<file path="config.mk">
export PLATFORM = sky130hd
export DESIGN_NAME = weighted_moving_average_3axis
export DESIGN_NICKNAME = d
export VERILOG_FILES = /design/src/hw/rtl/wma3_pkg.sv /design/src/hw/rtl/weighted_moving_average_3axis.sv /design/src/hw/rtl/wma3_ring.sv /design/src/hw/rtl/wma3_sums.sv /design/src/hw/rtl/wma3_div.sv
export SDC_FILE = /design/constraint.sdc
export NUM_CORES = 2
export LEC_CHECK = 0
export BUFFER_PORTS_ARGS = -buffer_cell sky130_fd_sc_hd__clkbuf_2
export CORE_MARGIN = 5
export CORE_UTILIZATION = 45
export DETAILED_ROUTE_END_ITERATION = 7
export GPL_TIMING_DRIVEN = 0
export PLACE_DENSITY = 0.63
export SLEW_MARGIN = 20
export SYNTH_ARGS = -nofsm -noshare
export SYNTH_HDL_FRONTEND = slang
export SYNTH_SLANG_ARGS = --single-unit
</file>
<file path="constraint.sdc">
create_clock -name clk -period 13.4 [get_ports clk]
set_input_delay 0.67 -clock clk [delete_from_list [all_inputs] [get_ports clk]]
set_output_delay 0.67 -clock clk [all_outputs]
set_load 0.01 [all_outputs]
</file>
<file path="src/hw/rtl/wma3_pkg.sv">
`timescale 1ns / 1ps
`default_nettype none
// ----------------------------------------------------------------------------
// wma3_pkg
// shared widths, constants and types of the three-axis weighted moving average
// ----------------------------------------------------------------------------
package wma3_pkg;

	localparam int WINDOW         = 40;
	localparam int SAMPLE_BITS    = 16;
	localparam int AXES           = 3;
	localparam int WEIGHT_DIVISOR = WINDOW * (WINDOW + 1) / 2;

	localparam int SLOT_BITS    = $clog2(WINDOW);
	localparam int PLAIN_BITS   = SAMPLE_BITS + $clog2(WINDOW);
	localparam int WGT_BITS     = SAMPLE_BITS + $clog2(WEIGHT_DIVISOR) + 1;

	// stream widths, payload padded to whole bytes
	localparam int DATA_BITS    = AXES * SAMPLE_BITS;
	localparam int TDATA_BITS   = ((DATA_BITS + 7) / 8) * 8;

	// exact division by the total weight through a reciprocal
	localparam int MAG_BITS     = WGT_BITS - 1;
	localparam int DIV_SHIFT    = MAG_BITS + $clog2(WEIGHT_DIVISOR);
	localparam int RECIP_BITS   = MAG_BITS + 1;
	localparam int PROD_BITS    = MAG_BITS + RECIP_BITS;
	localparam logic [RECIP_BITS-1:0] RECIP =
		RECIP_BITS'(((64'd1 << DIV_SHIFT) + 64'(WEIGHT_DIVISOR) - 64'd1) / 64'(WEIGHT_DIVISOR));

	localparam logic signed [WGT_BITS-1:0] WINDOW_WGT = WGT_BITS'(WINDOW);
	localparam logic [SLOT_BITS-1:0]       LAST_SLOT  = SLOT_BITS'(WINDOW - 1);

	typedef logic [AXES-1:0][SAMPLE_BITS-1:0] triple_t;

	typedef struct packed {
		logic load_s2;
		logic load_s3;
	} pipe_ctrl_t;

endpackage
`default_nettype wire

</file>
<file path="src/hw/rtl/weighted_moving_average_3axis.sv">
`timescale 1ns / 1ps
`default_nettype none
// ----------------------------------------------------------------------------
// weighted_moving_average_3axis
// linearly weighted moving average of three-axis samples over a 40-item ring
// ----------------------------------------------------------------------------
// pipeline: a result item becomes valid on the master side once its input item
//   has passed the sum, product and result stages
// throughput: one item per cycle unless the master side stalls, set by the
//   running-sum update and the one-write one-read port of the sample ring
// reset: arst_n clears the sums, write slot, ring fill flag and stage valids;
//   ring entries not yet written since reset count as zero samples
// ----------------------------------------------------------------------------
module weighted_moving_average_3axis (
	input  wire logic                               clk,
	input  wire logic                               arst_n,
	// slave side: sample_x, sample_y, sample_z (lowest bits first)
	input  wire logic                               s_axis_tvalid,
	output logic                                    s_axis_tready,
	input  wire logic [wma3_pkg::TDATA_BITS-1:0]    s_axis_tdata,
	// master side: average_x, average_y, average_z (lowest bits first)
	output logic                                    m_axis_tvalid,
	input  wire logic                               m_axis_tready,
	output logic [wma3_pkg::TDATA_BITS-1:0]         m_axis_tdata
);

	wma3_pkg::pipe_ctrl_t ctrl;
	wma3_pkg::triple_t    sample;
	wma3_pkg::triple_t    oldest;
	wma3_pkg::triple_t    average;
	logic                 accept;
	logic                 v_s1;
	logic                 v_s2;
	logic                 v_s3;

	// stage 1 holds the running sums themselves, stage 2 the reciprocal
	// product, stage 3 the result item on the master side
	assign ctrl.load_s3 = !v_s3 || m_axis_tready;
	assign ctrl.load_s2 = !v_s2 || ctrl.load_s3;
	assign s_axis_tready = !v_s1 || ctrl.load_s2;
	assign accept        = s_axis_tvalid && s_axis_tready;

	always_ff @(posedge clk or negedge arst_n) begin
		if (!arst_n) begin
			v_s1 <= 1'b0;
			v_s2 <= 1'b0;
			v_s3 <= 1'b0;
		end else begin
			if (s_axis_tready) begin
				v_s1 <= s_axis_tvalid;
			end
			if (ctrl.load_s2) begin
				v_s2 <= v_s1;
			end
			if (ctrl.load_s3) begin
				v_s3 <= v_s2;
			end
		end
	end

	// bits above the three fields are ignored
	assign sample = s_axis_tdata[wma3_pkg::DATA_BITS-1:0];

	// ring gives the sample that the accepted item pushes out
	wma3_ring u_ring (
		.clk    (clk),
		.arst_n (arst_n),
		.accept (accept),
		.sample (sample),
		.oldest (oldest)
	);

	for (genvar a = 0; a < wma3_pkg::AXES; a++) begin : g_axis
		logic signed [wma3_pkg::WGT_BITS-1:0] weighted;

		wma3_sums u_sums (
			.clk      (clk),
			.arst_n   (arst_n),
			.accept   (accept),
			.fresh    ($signed(sample[a])),
			.oldest   ($signed(oldest[a])),
			.weighted (weighted)
		);

		wma3_div u_div (
			.clk      (clk),
			.ctrl     (ctrl),
			.weighted (weighted),
			.average  (average[a])
		);
	end

	assign m_axis_tvalid = v_s3;
	assign m_axis_tdata  = wma3_pkg::TDATA_BITS'(average);

	// an empty first stage never holds off the slave side
	a_ready_when_empty: assert property (@(posedge clk) disable iff (!arst_n)
		!v_s1 |-> s_axis_tready)
		else $error("input stalled with an empty first stage");

	// input only stalls when every stage is full and the result is not taken
	a_stall_only_full: assert property (@(posedge clk) disable iff (!arst_n)
		!s_axis_tready |-> (v_s1 && v_s2 && v_s3 && !m_axis_tready))
		else $error("input stalled with room in the pipeline");

	// an accepted item occupies the first stage next cycle
	a_accept_lands: assert property (@(posedge clk) disable iff (!arst_n)
		accept |=> v_s1)
		else $error("accepted item lost before first stage");

	// an item moving out of stage 2 shows up as a result
	a_result_lands: assert property (@(posedge clk) disable iff (!arst_n)
		(v_s2 && ctrl.load_s3) |=> m_axis_tvalid)
		else $error("item lost between product and result stage");

endmodule
`default_nettype wire

</file>
<file path="src/hw/rtl/wma3_ring.sv">
`timescale 1ns / 1ps
`default_nettype none
// ----------------------------------------------------------------------------
// wma3_ring
// sample ring with write slot and prefetched read of the oldest entry
// ----------------------------------------------------------------------------
module wma3_ring (
	input  wire logic              clk,
	input  wire logic              arst_n,
	input  wire logic              accept,
	input  wire wma3_pkg::triple_t sample,
	output wma3_pkg::triple_t      oldest
);

	wma3_pkg::triple_t                  ring_mem [wma3_pkg::WINDOW];
	wma3_pkg::triple_t                  rd_q;
	logic [wma3_pkg::SLOT_BITS-1:0]     slot_q;
	logic [wma3_pkg::SLOT_BITS-1:0]     next_slot;
	logic [wma3_pkg::SLOT_BITS-1:0]     rd_addr;
	logic                               wrapped_q;

	assign next_slot = (slot_q == wma3_pkg::LAST_SLOT) ? '0 : slot_q + 1'b1;
	// read ahead the slot the next item will overwrite
	assign rd_addr   = accept ? next_slot : slot_q;

	always_ff @(posedge clk) begin
		if (accept) begin
			ring_mem[slot_q] <= sample;
		end
		rd_q <= ring_mem[rd_addr];
	end

	always_ff @(posedge clk or negedge arst_n) begin
		if (!arst_n) begin
			slot_q    <= '0;
			wrapped_q <= 1'b0;
		end else if (accept) begin
			slot_q <= next_slot;
			if (slot_q == wma3_pkg::LAST_SLOT) begin
				wrapped_q <= 1'b1;
			end
		end
	end

	// slots not yet written since reset read as zero
	assign oldest = wrapped_q ? rd_q : '0;

endmodule
`default_nettype wire

</file>
<file path="src/hw/rtl/wma3_sums.sv">
`timescale 1ns / 1ps
`default_nettype none
// ----------------------------------------------------------------------------
// wma3_sums
// recursive plain and weighted running sums of one axis
// ----------------------------------------------------------------------------
module wma3_sums (
	input  wire logic                                  clk,
	input  wire logic                                  arst_n,
	input  wire logic                                  accept,
	input  wire logic signed [wma3_pkg::SAMPLE_BITS-1:0] fresh,
	input  wire logic signed [wma3_pkg::SAMPLE_BITS-1:0] oldest,
	output logic signed [wma3_pkg::WGT_BITS-1:0]       weighted
);

	logic signed [wma3_pkg::WGT_BITS-1:0]   weighted_q;
	logic signed [wma3_pkg::PLAIN_BITS-1:0] plain_q;
	logic signed [wma3_pkg::WGT_BITS-1:0]   fresh_w;
	logic signed [wma3_pkg::WGT_BITS-1:0]   plain_w;
	logic signed [wma3_pkg::WGT_BITS-1:0]   weighted_next;
	logic signed [wma3_pkg::PLAIN_BITS-1:0] plain_next;

	assign fresh_w = wma3_pkg::WGT_BITS'(fresh);
	assign plain_w = wma3_pkg::WGT_BITS'(plain_q);

	// every stored sample drops one weight, the new one enters at full weight
	assign weighted_next = weighted_q + fresh_w * wma3_pkg::WINDOW_WGT - plain_w;
	assign plain_next    = plain_q + wma3_pkg::PLAIN_BITS'(fresh)
	                     - wma3_pkg::PLAIN_BITS'(oldest);

	always_ff @(posedge clk or negedge arst_n) begin
		if (!arst_n) begin
			weighted_q <= '0;
			plain_q    <= '0;
		end else if (accept) begin
			weighted_q <= weighted_next;
			plain_q    <= plain_next;
		end
	end

	assign weighted = weighted_q;

endmodule
`default_nettype wire

</file>
<file path="src/hw/rtl/wma3_div.sv">
`timescale 1ns / 1ps
`default_nettype none
// ----------------------------------------------------------------------------
// wma3_div
// two-stage division of a weighted sum by the total weight, toward zero
// ----------------------------------------------------------------------------
module wma3_div (
	input  wire logic                                  clk,
	input  wire wma3_pkg::pipe_ctrl_t                  ctrl,
	input  wire logic signed [wma3_pkg::WGT_BITS-1:0]  weighted,
	output logic [wma3_pkg::SAMPLE_BITS-1:0]           average
);

	logic [wma3_pkg::MAG_BITS-1:0]    mag;
	logic [wma3_pkg::PROD_BITS-1:0]   prod_s2;
	logic                             neg_s2;
	logic [wma3_pkg::SAMPLE_BITS-1:0] quot;
	logic [wma3_pkg::SAMPLE_BITS-1:0] avg_s3;

	assign mag = weighted[wma3_pkg::WGT_BITS-1]
	           ? wma3_pkg::MAG_BITS'(-weighted)
	           : wma3_pkg::MAG_BITS'(weighted);

	// reciprocal is rounded up so the shifted product is the exact floor
	always_ff @(posedge clk) begin
		if (ctrl.load_s2) begin
			prod_s2 <= wma3_pkg::PROD_BITS'(mag) * wma3_pkg::PROD_BITS'(wma3_pkg::RECIP);
			neg_s2  <= weighted[wma3_pkg::WGT_BITS-1];
		end
	end

	assign quot = wma3_pkg::SAMPLE_BITS'(prod_s2 >> wma3_pkg::DIV_SHIFT);

	always_ff @(posedge clk) begin
		if (ctrl.load_s3) begin
			avg_s3 <= neg_s2 ? -quot : quot;
		end
	end

	assign average = avg_s3;

endmodule
`default_nettype wire

</file>
== After elaboration in Yosys (flattened, before gate mapping) ==
Memory sizes are Yosys's and may differ from the RTL's. A register that Yosys moved wholly into a read port is not among the register bits.
Index checks and enable logic that the tools add are counted.

* Input bits: 52
* Flip-flop bits (word level): 352
* Output and inout port bits: 50
* RAM bits: 1920
* Word-level logic and storage cells: 66
* Memories kept: 1

* $add $sub $neg: 19
* Reductions and logical operators: 8
* Mux-type cells: 11
* Multipliers: 6
* Equality and inequality tests: 1

{| class="wikitable"
|+ Memories
! memory !! depth !! bits a word !! read ports !! clocked after Yosys merged registers in !! wr ports !! line !! source
|-
| u_ring.ring_mem || 40 || 48 || 1 || 1 || 1 || wma3_ring.sv:15 || <nowiki>wma3_pkg::triple_t ring_mem [wma3_pkg::WINDOW];</nowiki>
|}

{| class="wikitable"
|+ Operator list
! cell !! number
|-
| 26-bit by 23-bit multiplier with 48-bit output, second input constant || 3
|-
| 27-bit by 23-bit adder with 27-bit output || 3
|-
| 27-bit by 22-bit subtractor with 27-bit output || 3
|-
| 26-bit 2-to-1 mux || 3
|-
| 26-bit negator || 3
|-
| 22-bit by 16-bit adder with 22-bit output || 3
|-
| 22-bit by 16-bit subtractor with 22-bit output || 3
|-
| 16-bit by 4-bit multiplier with 20-bit output, second input constant || 3
|-
| 16-bit 2-to-1 mux || 3
|-
| 48-bit 2-to-1 mux || 1
|-
| 16-bit negator || 3
|-
| 6-bit 2-to-1 mux || 2
|-
| 6-bit by 1-bit adder with 6-bit output, second input constant || 1
|-
| 6-bit equality test, second input constant || 1
|-
| 1-bit zero test || 3
|-
| 1-bit logical OR || 3
|-
| 1-bit 2-to-1 mux || 2
|-
| 2-bit AND reduction || 1
|-
| 1-bit logical AND || 1
|}

== Longest topological paths before layout ==
* Depth after elaboration: 7
* Depth in mapped cells: 32
* Mapped depth without buffers: 32

== By module ==
A second synthesis with hierarchy kept.

* Cell total of the unflattened synthesis: 9901
* Area, all modules: 129734.4 um^2

{| class="wikitable"
|+ Modules (own cells, without submodules)
! module !! instances !! area each (um^2) !! sequential area each (um^2) !! cells each
|-
| wma3_ring || 1 || 79581.3 || 58791.4 || 4678
|-
| wma3_sums (g_axis[0].u_sums ...) || 2 || 6130.9 || 1226.2 || 686
|-
| wma3_div (g_axis[1].u_div) || 1 || 10652.7 || 991.0 || 1076
|-
| wma3_div (g_axis[2].u_div) || 1 || 10578.9 || 991.0 || 1051
|-
| wma3_div (g_axis[0].u_div) || 1 || 10457.5 || 991.0 || 1038
|-
| wma3_sums (g_axis[2].u_sums) || 1 || 6073.3 || 1226.2 || 676
|-
| weighted_moving_average_3axis || 1 || 128.9 || 75.1 || 10
|}

== Least setup slack after synthesis ==
Ideal clock, no wire load.

* Path kind: flip-flop to flip-flop
* Start point: reg g_axis[1].u_sums.weighted_q, in the netlist g_axis[1].u_sums.weighted[4]
* End point: reg g_axis[1].u_div.prod_s2[51] in the netlist's numbering (data pin)
* Stages on the path, launching flop included: 30
* Library setup time: 0.260 ns
* Buffers on the path: 0
* Data required time: 13.140 ns
* Clock period less this slack: 8.372 ns
* Arrival: 8.113 ns
* Path slack: 5.028 ns
* Cell sequence: dfrtp_1 or4_1 or2_1 or3_2 or4_1 o41ai_1 xnor2_1 inv_1 fa_1 inv_1 fa_1 fa_1 fa_1 inv_1 fa_1 inv_1 ha_1 ha_1 ha_1 nand3_1 nor3_1 nand2_1 o221ai_1 nor3_1 a2111oi_0 o21a_1 o21a_1 nor4_1 o21bai_1 xnor2_1

* Cells in the longest elaborated chain, start to end: 3

{| class="wikitable"
|+ Ends and longest elaborated chain
! item !! line !! source
|-
| from (decl) || wma3_sums.sv:16 || <nowiki>logic signed [wma3_pkg::WGT_BITS-1:0] weighted_q;</nowiki>
|-
| from (signal assigned) || wma3_sums.sv:36 || <nowiki>weighted_q <= weighted_next;</nowiki>
|-
| 26-bit negator || wma3_div.sv:21 || <nowiki>? wma3_pkg::MAG_BITS'(-weighted)</nowiki>
|-
| 26-bit 2-to-1 mux (*) || wma3_div.sv:21 ||
|-
| 26-bit by 23-bit multiplier with 48-bit output (*) || wma3_div.sv:27 || <nowiki>prod_s2 <= wma3_pkg::PROD_BITS'(mag) * wma3_pkg::PROD_BITS'(wma3_pkg::RECIP);</nowiki>
|-
| to (signal assigned) || wma3_div.sv:27 ||
|-
| to (decl) || wma3_div.sv:15 || <nowiki>logic [wma3_pkg::PROD_BITS-1:0] prod_s2;</nowiki>
|}

Every way passes the cells marked *; elsewhere a longest branch is shown, timed or not.
A chain may end at the register's enable or synchronous reset.

== Final worst setup path ==
* Start point: reg g_axis[2].u_sums.weighted_q, in the netlist g_axis[2].u_sums.weighted[0]
* End point: reg g_axis[2].u_div.prod_s2[51] in the netlist's numbering (data pin)

* Cells in the longest elaborated chain, start to end: 3

{| class="wikitable"
|+ Ends and longest elaborated chain
! item !! line
|-
| from (decl) || wma3_sums.sv:16
|-
| from (signal assigned) || wma3_sums.sv:36
|-
| 26-bit negator || wma3_div.sv:21
|-
| 26-bit 2-to-1 mux (*) || wma3_div.sv:21
|-
| 26-bit by 23-bit multiplier with 48-bit output (*) || wma3_div.sv:27
|-
| to (signal assigned) || wma3_div.sv:27
|-
| to (decl) || wma3_div.sv:15
|}

Marks and branches as above.

==> flow_summary_export.csv <==
group,metric,value,unit
outcome,status,"finished, final reports clean",
sta,period_share,0.727,
logic_synthesis,synth_compound_area_frac,0.0514,
setup_path,path_common_cell,"fa_1",
setup_path,worstSetupPathType,"register to register",
setup_path,worstReg2RegStart,"g_axis[2].u_sums.weighted[0]",
logic_synthesis,ys_async_sr_fraction,0.0706,
floorplanning,rows,191,
floorplanning,die_h,531,um
logic_synthesis,synth-seq-area-share,0.536,
logic_synthesis,synth_top_family_by_area,"adder cells",
detailed_routing,vias,70100,
logic_synthesis,synth-seq-cells,2224,
sta,finalHoldViolCount,0,
logic_synthesis,synth_edf_count,2019,
final_layout,finish.utilization,0.507,
detailed_routing,wire_per_inst,24.0,um
worst_hold_path,hold-path-endpoint,"v_s1",
detailed_routing,first_pass_iters,5,
setup_path,cp_max_fo,10,
setup_path,r2r_slack,3.66,ns
clocking,cts_tree,"yes",
setup_path,r2r-end,"g_axis[2].u_div.prod_s2[51]",
setup_path,critPathTopFamily,"adder cells",
detailed_routing,ant_nets,0,
sta,max_freq,103,MHz
final_layout,fillers,22300,
logic_synthesis,synth_mux_area_frac,0.0888,
sta,setup_viol,0,
placed_design,placed_area,130000,sq um
worst_hold_path,hold_class,"primary input to register",
sta,fin_tns_setup,0,ns
clocking,post_cts_resized,0,
detailed_routing,vias_per_cell,5.58,
sta,fin_skew,0.112,ns
global_route,first_global_vias,73100,
global_route,globalRouteMet3Util,0.0322,
detailed_routing,drc,0,
setup_path,critical_path_depth,30,
final_layout,design_area,137000,sq um
logic_synthesis,synthFlopType,"edfxtp_1",
setup_path,crit_slowest_cell,"a2111oi_0",
placed_design,hpwl,222000,um
clocking,cts_buffers,219,
clocking,cts_sinks,2224,
global_route,track_usage,0.215,
clocking,clk_pin_slew,0.06,ns
worst_hold_path,min_from,"s_axis_tvalid",
clocking,cts_buffer_depth,4,
sta,min_period,9.74,ns
logic_synthesis,ys_types,83,
logic_synthesis,synth_warnings,0,
global_route,grt_use_met1,0.301,
sta,tightest_slew,1.17,ns
sta,relSlewSlack,0.223,
logic_synthesis,yosys.area_share.simple,0.0531,
floorplanning,design.portCount,102,
sta,drv_slew,0,
floorplanning,die-area,282000,sq um
logic_synthesis,syn_inst,8383,
floorplanning,die_w,531,um
setup_path,worstPathArrival,10.30,ns
placed_design,place.gp.congestion,0.875,
global_route,grt_use_met2,0.354,
sta,rsz0062_at_grt,"no",
logic_synthesis,avgSynthCellArea,14.6,sq um
setup_path,crit_buf_inv,4,
logic_synthesis,yosys.area_share.adder,0.202,
floorplanning,fp.coreArea,271000,sq um
global_route,antenna_found_initial,9,
logic_synthesis,synth.cell_area,122000,sq um
global_route,busiest_layer,"met2",
clocking,clk_latency,0.92,ns
logic_synthesis,syn_nets,10000,
final_layout,drive_gt1_frac,0.131,
final_layout,stdcell_count,12600,
clocking,h-tree-depth,4,
setup_path,r2r_cells,30,
setup_path,end_kind,"register",
setup_path,critPathLaunchType,"register",
placed_design,dpl.cell_count,12200,
setup_path,critPathMaxStageDelay,0.79,ns
setup_path,critPathRequiredTime,13.96,ns
worst_hold_path,hold_depth,2,
flow_run,cap_violations,0,
global_route,grt_max_degree,83,
detailed_routing,drt_first_iter_violations,6283,
placed_design,portBuffers,101,
floorplanning,initial_core_util,0.452,
clocking,cts_root_buf,"clkbuf_16",
final_layout,final_nets,10400,
final_layout,area_growth,12.2,%
global_route,grt_first_pass_wirelength,458000,um
global_route,overflow,0,
logic_synthesis,synth-xor-area-share,0.0274,
detailed_routing,routed_wl,301000,um
[synth_stat cells, types with 109 or more instances]
cell type	number	area [sq um]
fa_1	684	13700
mux4_2	480	10800
nor2_1	192	721
inv_1	1062	3990
xnor2_1	260	2280
dfrtp_1	157	3930
edfxtp_1	2019	60600
o21ai_0	280	1400
a21o_1	109	818
a21oi_1	189	946
ha_1	881	11000
xor2_1	121	1060
clkbuf_1	187	702
nand3_1	142	711
nand2_1	756	2840
[layout make-up]
cell class	count	area, sq um	area share
diodes	8	20.0	0.000146
plain buffers	253	1040	0.00760
clock buffers	273	5740	0.0419
clock inverters	115	1160	0.00847
inverters	1065	4000	0.0291
multi-input cells	4841	52300	0.382
flip-flops and latches	2224	65500	0.478
well taps	3570	4470	0.0326
repair buffers	219	2870	0.0209
[sequential cells by signal (all words and copies together), names as in the netlist]
register                count
g_axis.u_div.prod_s2       48
u_ring.slot_q               6
u_ring.rd_q                48
v_s1                        1
u_ring.wrapped_q            1
v_s2                        1
g_axis.u_sums.plain_q      66
g_axis.u_sums.weighted     81
g_axis.u_div.neg_s2         3
m_axis_tvalid               1
u_ring.ring_mem          1920
g_axis.u_div.average       48
[worst reg2reg max path: cells and delay by family, from the launching register on]
family,cells,cell delay [ns]
adder cells (fa/ha/maj),9,3.67
AO/OA/AOI/OAI,7,1.90
XOR/XNOR,3,0.94
buffers and inverters,4,0.69
flip-flops,1,0.59
AND/OR/NAND/NOR,7,1.69
[worst max-delay path by stage]
stage	startpoint	to	slack, ns
after floorplan	g_axis[1].u_sums.weighted[4]	g_axis[1].u_div.prod_s2[51]	5.03
after global placement	g_axis[2].u_sums.weighted[0]	g_axis[2].u_div.prod_s2[51]	3.62
after detailed placement	g_axis[2].u_sums.weighted[0]	g_axis[2].u_div.prod_s2[51]	3.56
after CTS	g_axis[2].u_sums.weighted[0]	g_axis[2].u_div.prod_s2[51]	3.54
after global routing	g_axis[2].u_sums.weighted[0]	g_axis[2].u_div.prod_s2[51]	3.09
final	g_axis[2].u_sums.weighted[0]	g_axis[2].u_div.prod_s2[51]	3.66
[cell usage in the layout, fill, tap and decap left out, types with 95 or more instances in the layout]
| master | synthesis | routed |
|---|---|---|
| a21o_1 | 109 | 109 |
| a21oi_1 | 189 | 189 |
| a311oi_1 | 97 | 95 |
| clkbuf_1 | 187 | 229 |
| clkbuf_16 | 0 | 219 |
| clkbuf_2 | 0 | 105 |
| dfrtp_1 | 157 | 157 |
| edfxtp_1 | 2019 | 2019 |
| fa_1 | 684 | 684 |
| ha_1 | 881 | 881 |
| inv_1 | 1062 | 1061 |
| mux4_2 | 480 | 480 |
| nand2_1 | 756 | 755 |
| nand3_1 | 142 | 142 |
| nor2_1 | 192 | 152 |
| o21ai_0 | 280 | 277 |
| xnor2_1 | 260 | 227 |
| xor2_1 | 121 | 114 |
[metrics by stage]
step           hold slack, ns  setup slack (ns)
3_3_place_gp            0.446              3.62
4_1_cts                 0.119              3.54
6_report                0.184              3.66
3_5_place_dp            0.462              3.56
5_1_grt                 0.148              3.09
2_1_floorplan           0.374              5.03
[layer usage]
layer	share of wire	wire length [um]
met5	0	0
met4	0.028	8370
met3	0.071	21400
met1	0.42	127000
met2	0.48	144000
[logic make-up (layout without fill, tap and decap cells)]
family	count (synthesis)	after routing
AOI/OAI and AO/OA	969	969
xor gates and xnor gates	382	382
DFF	2224	2224
adders and majority gates	1566	1566
other	0	8
muxes	485	485
and+or+nand+nor	1439	1439
buffers and inverters	1318	1925
[what timing repair did]
action                    in CTS  in global routing
setup buffers                  0                  0
hold buffers                   1                  0
hold endpoints to repair      81                  0
Power is left out: the tool's default activity adds up to more than one toggle a clock period on the data nets, which glitch-free logic cannot reach.
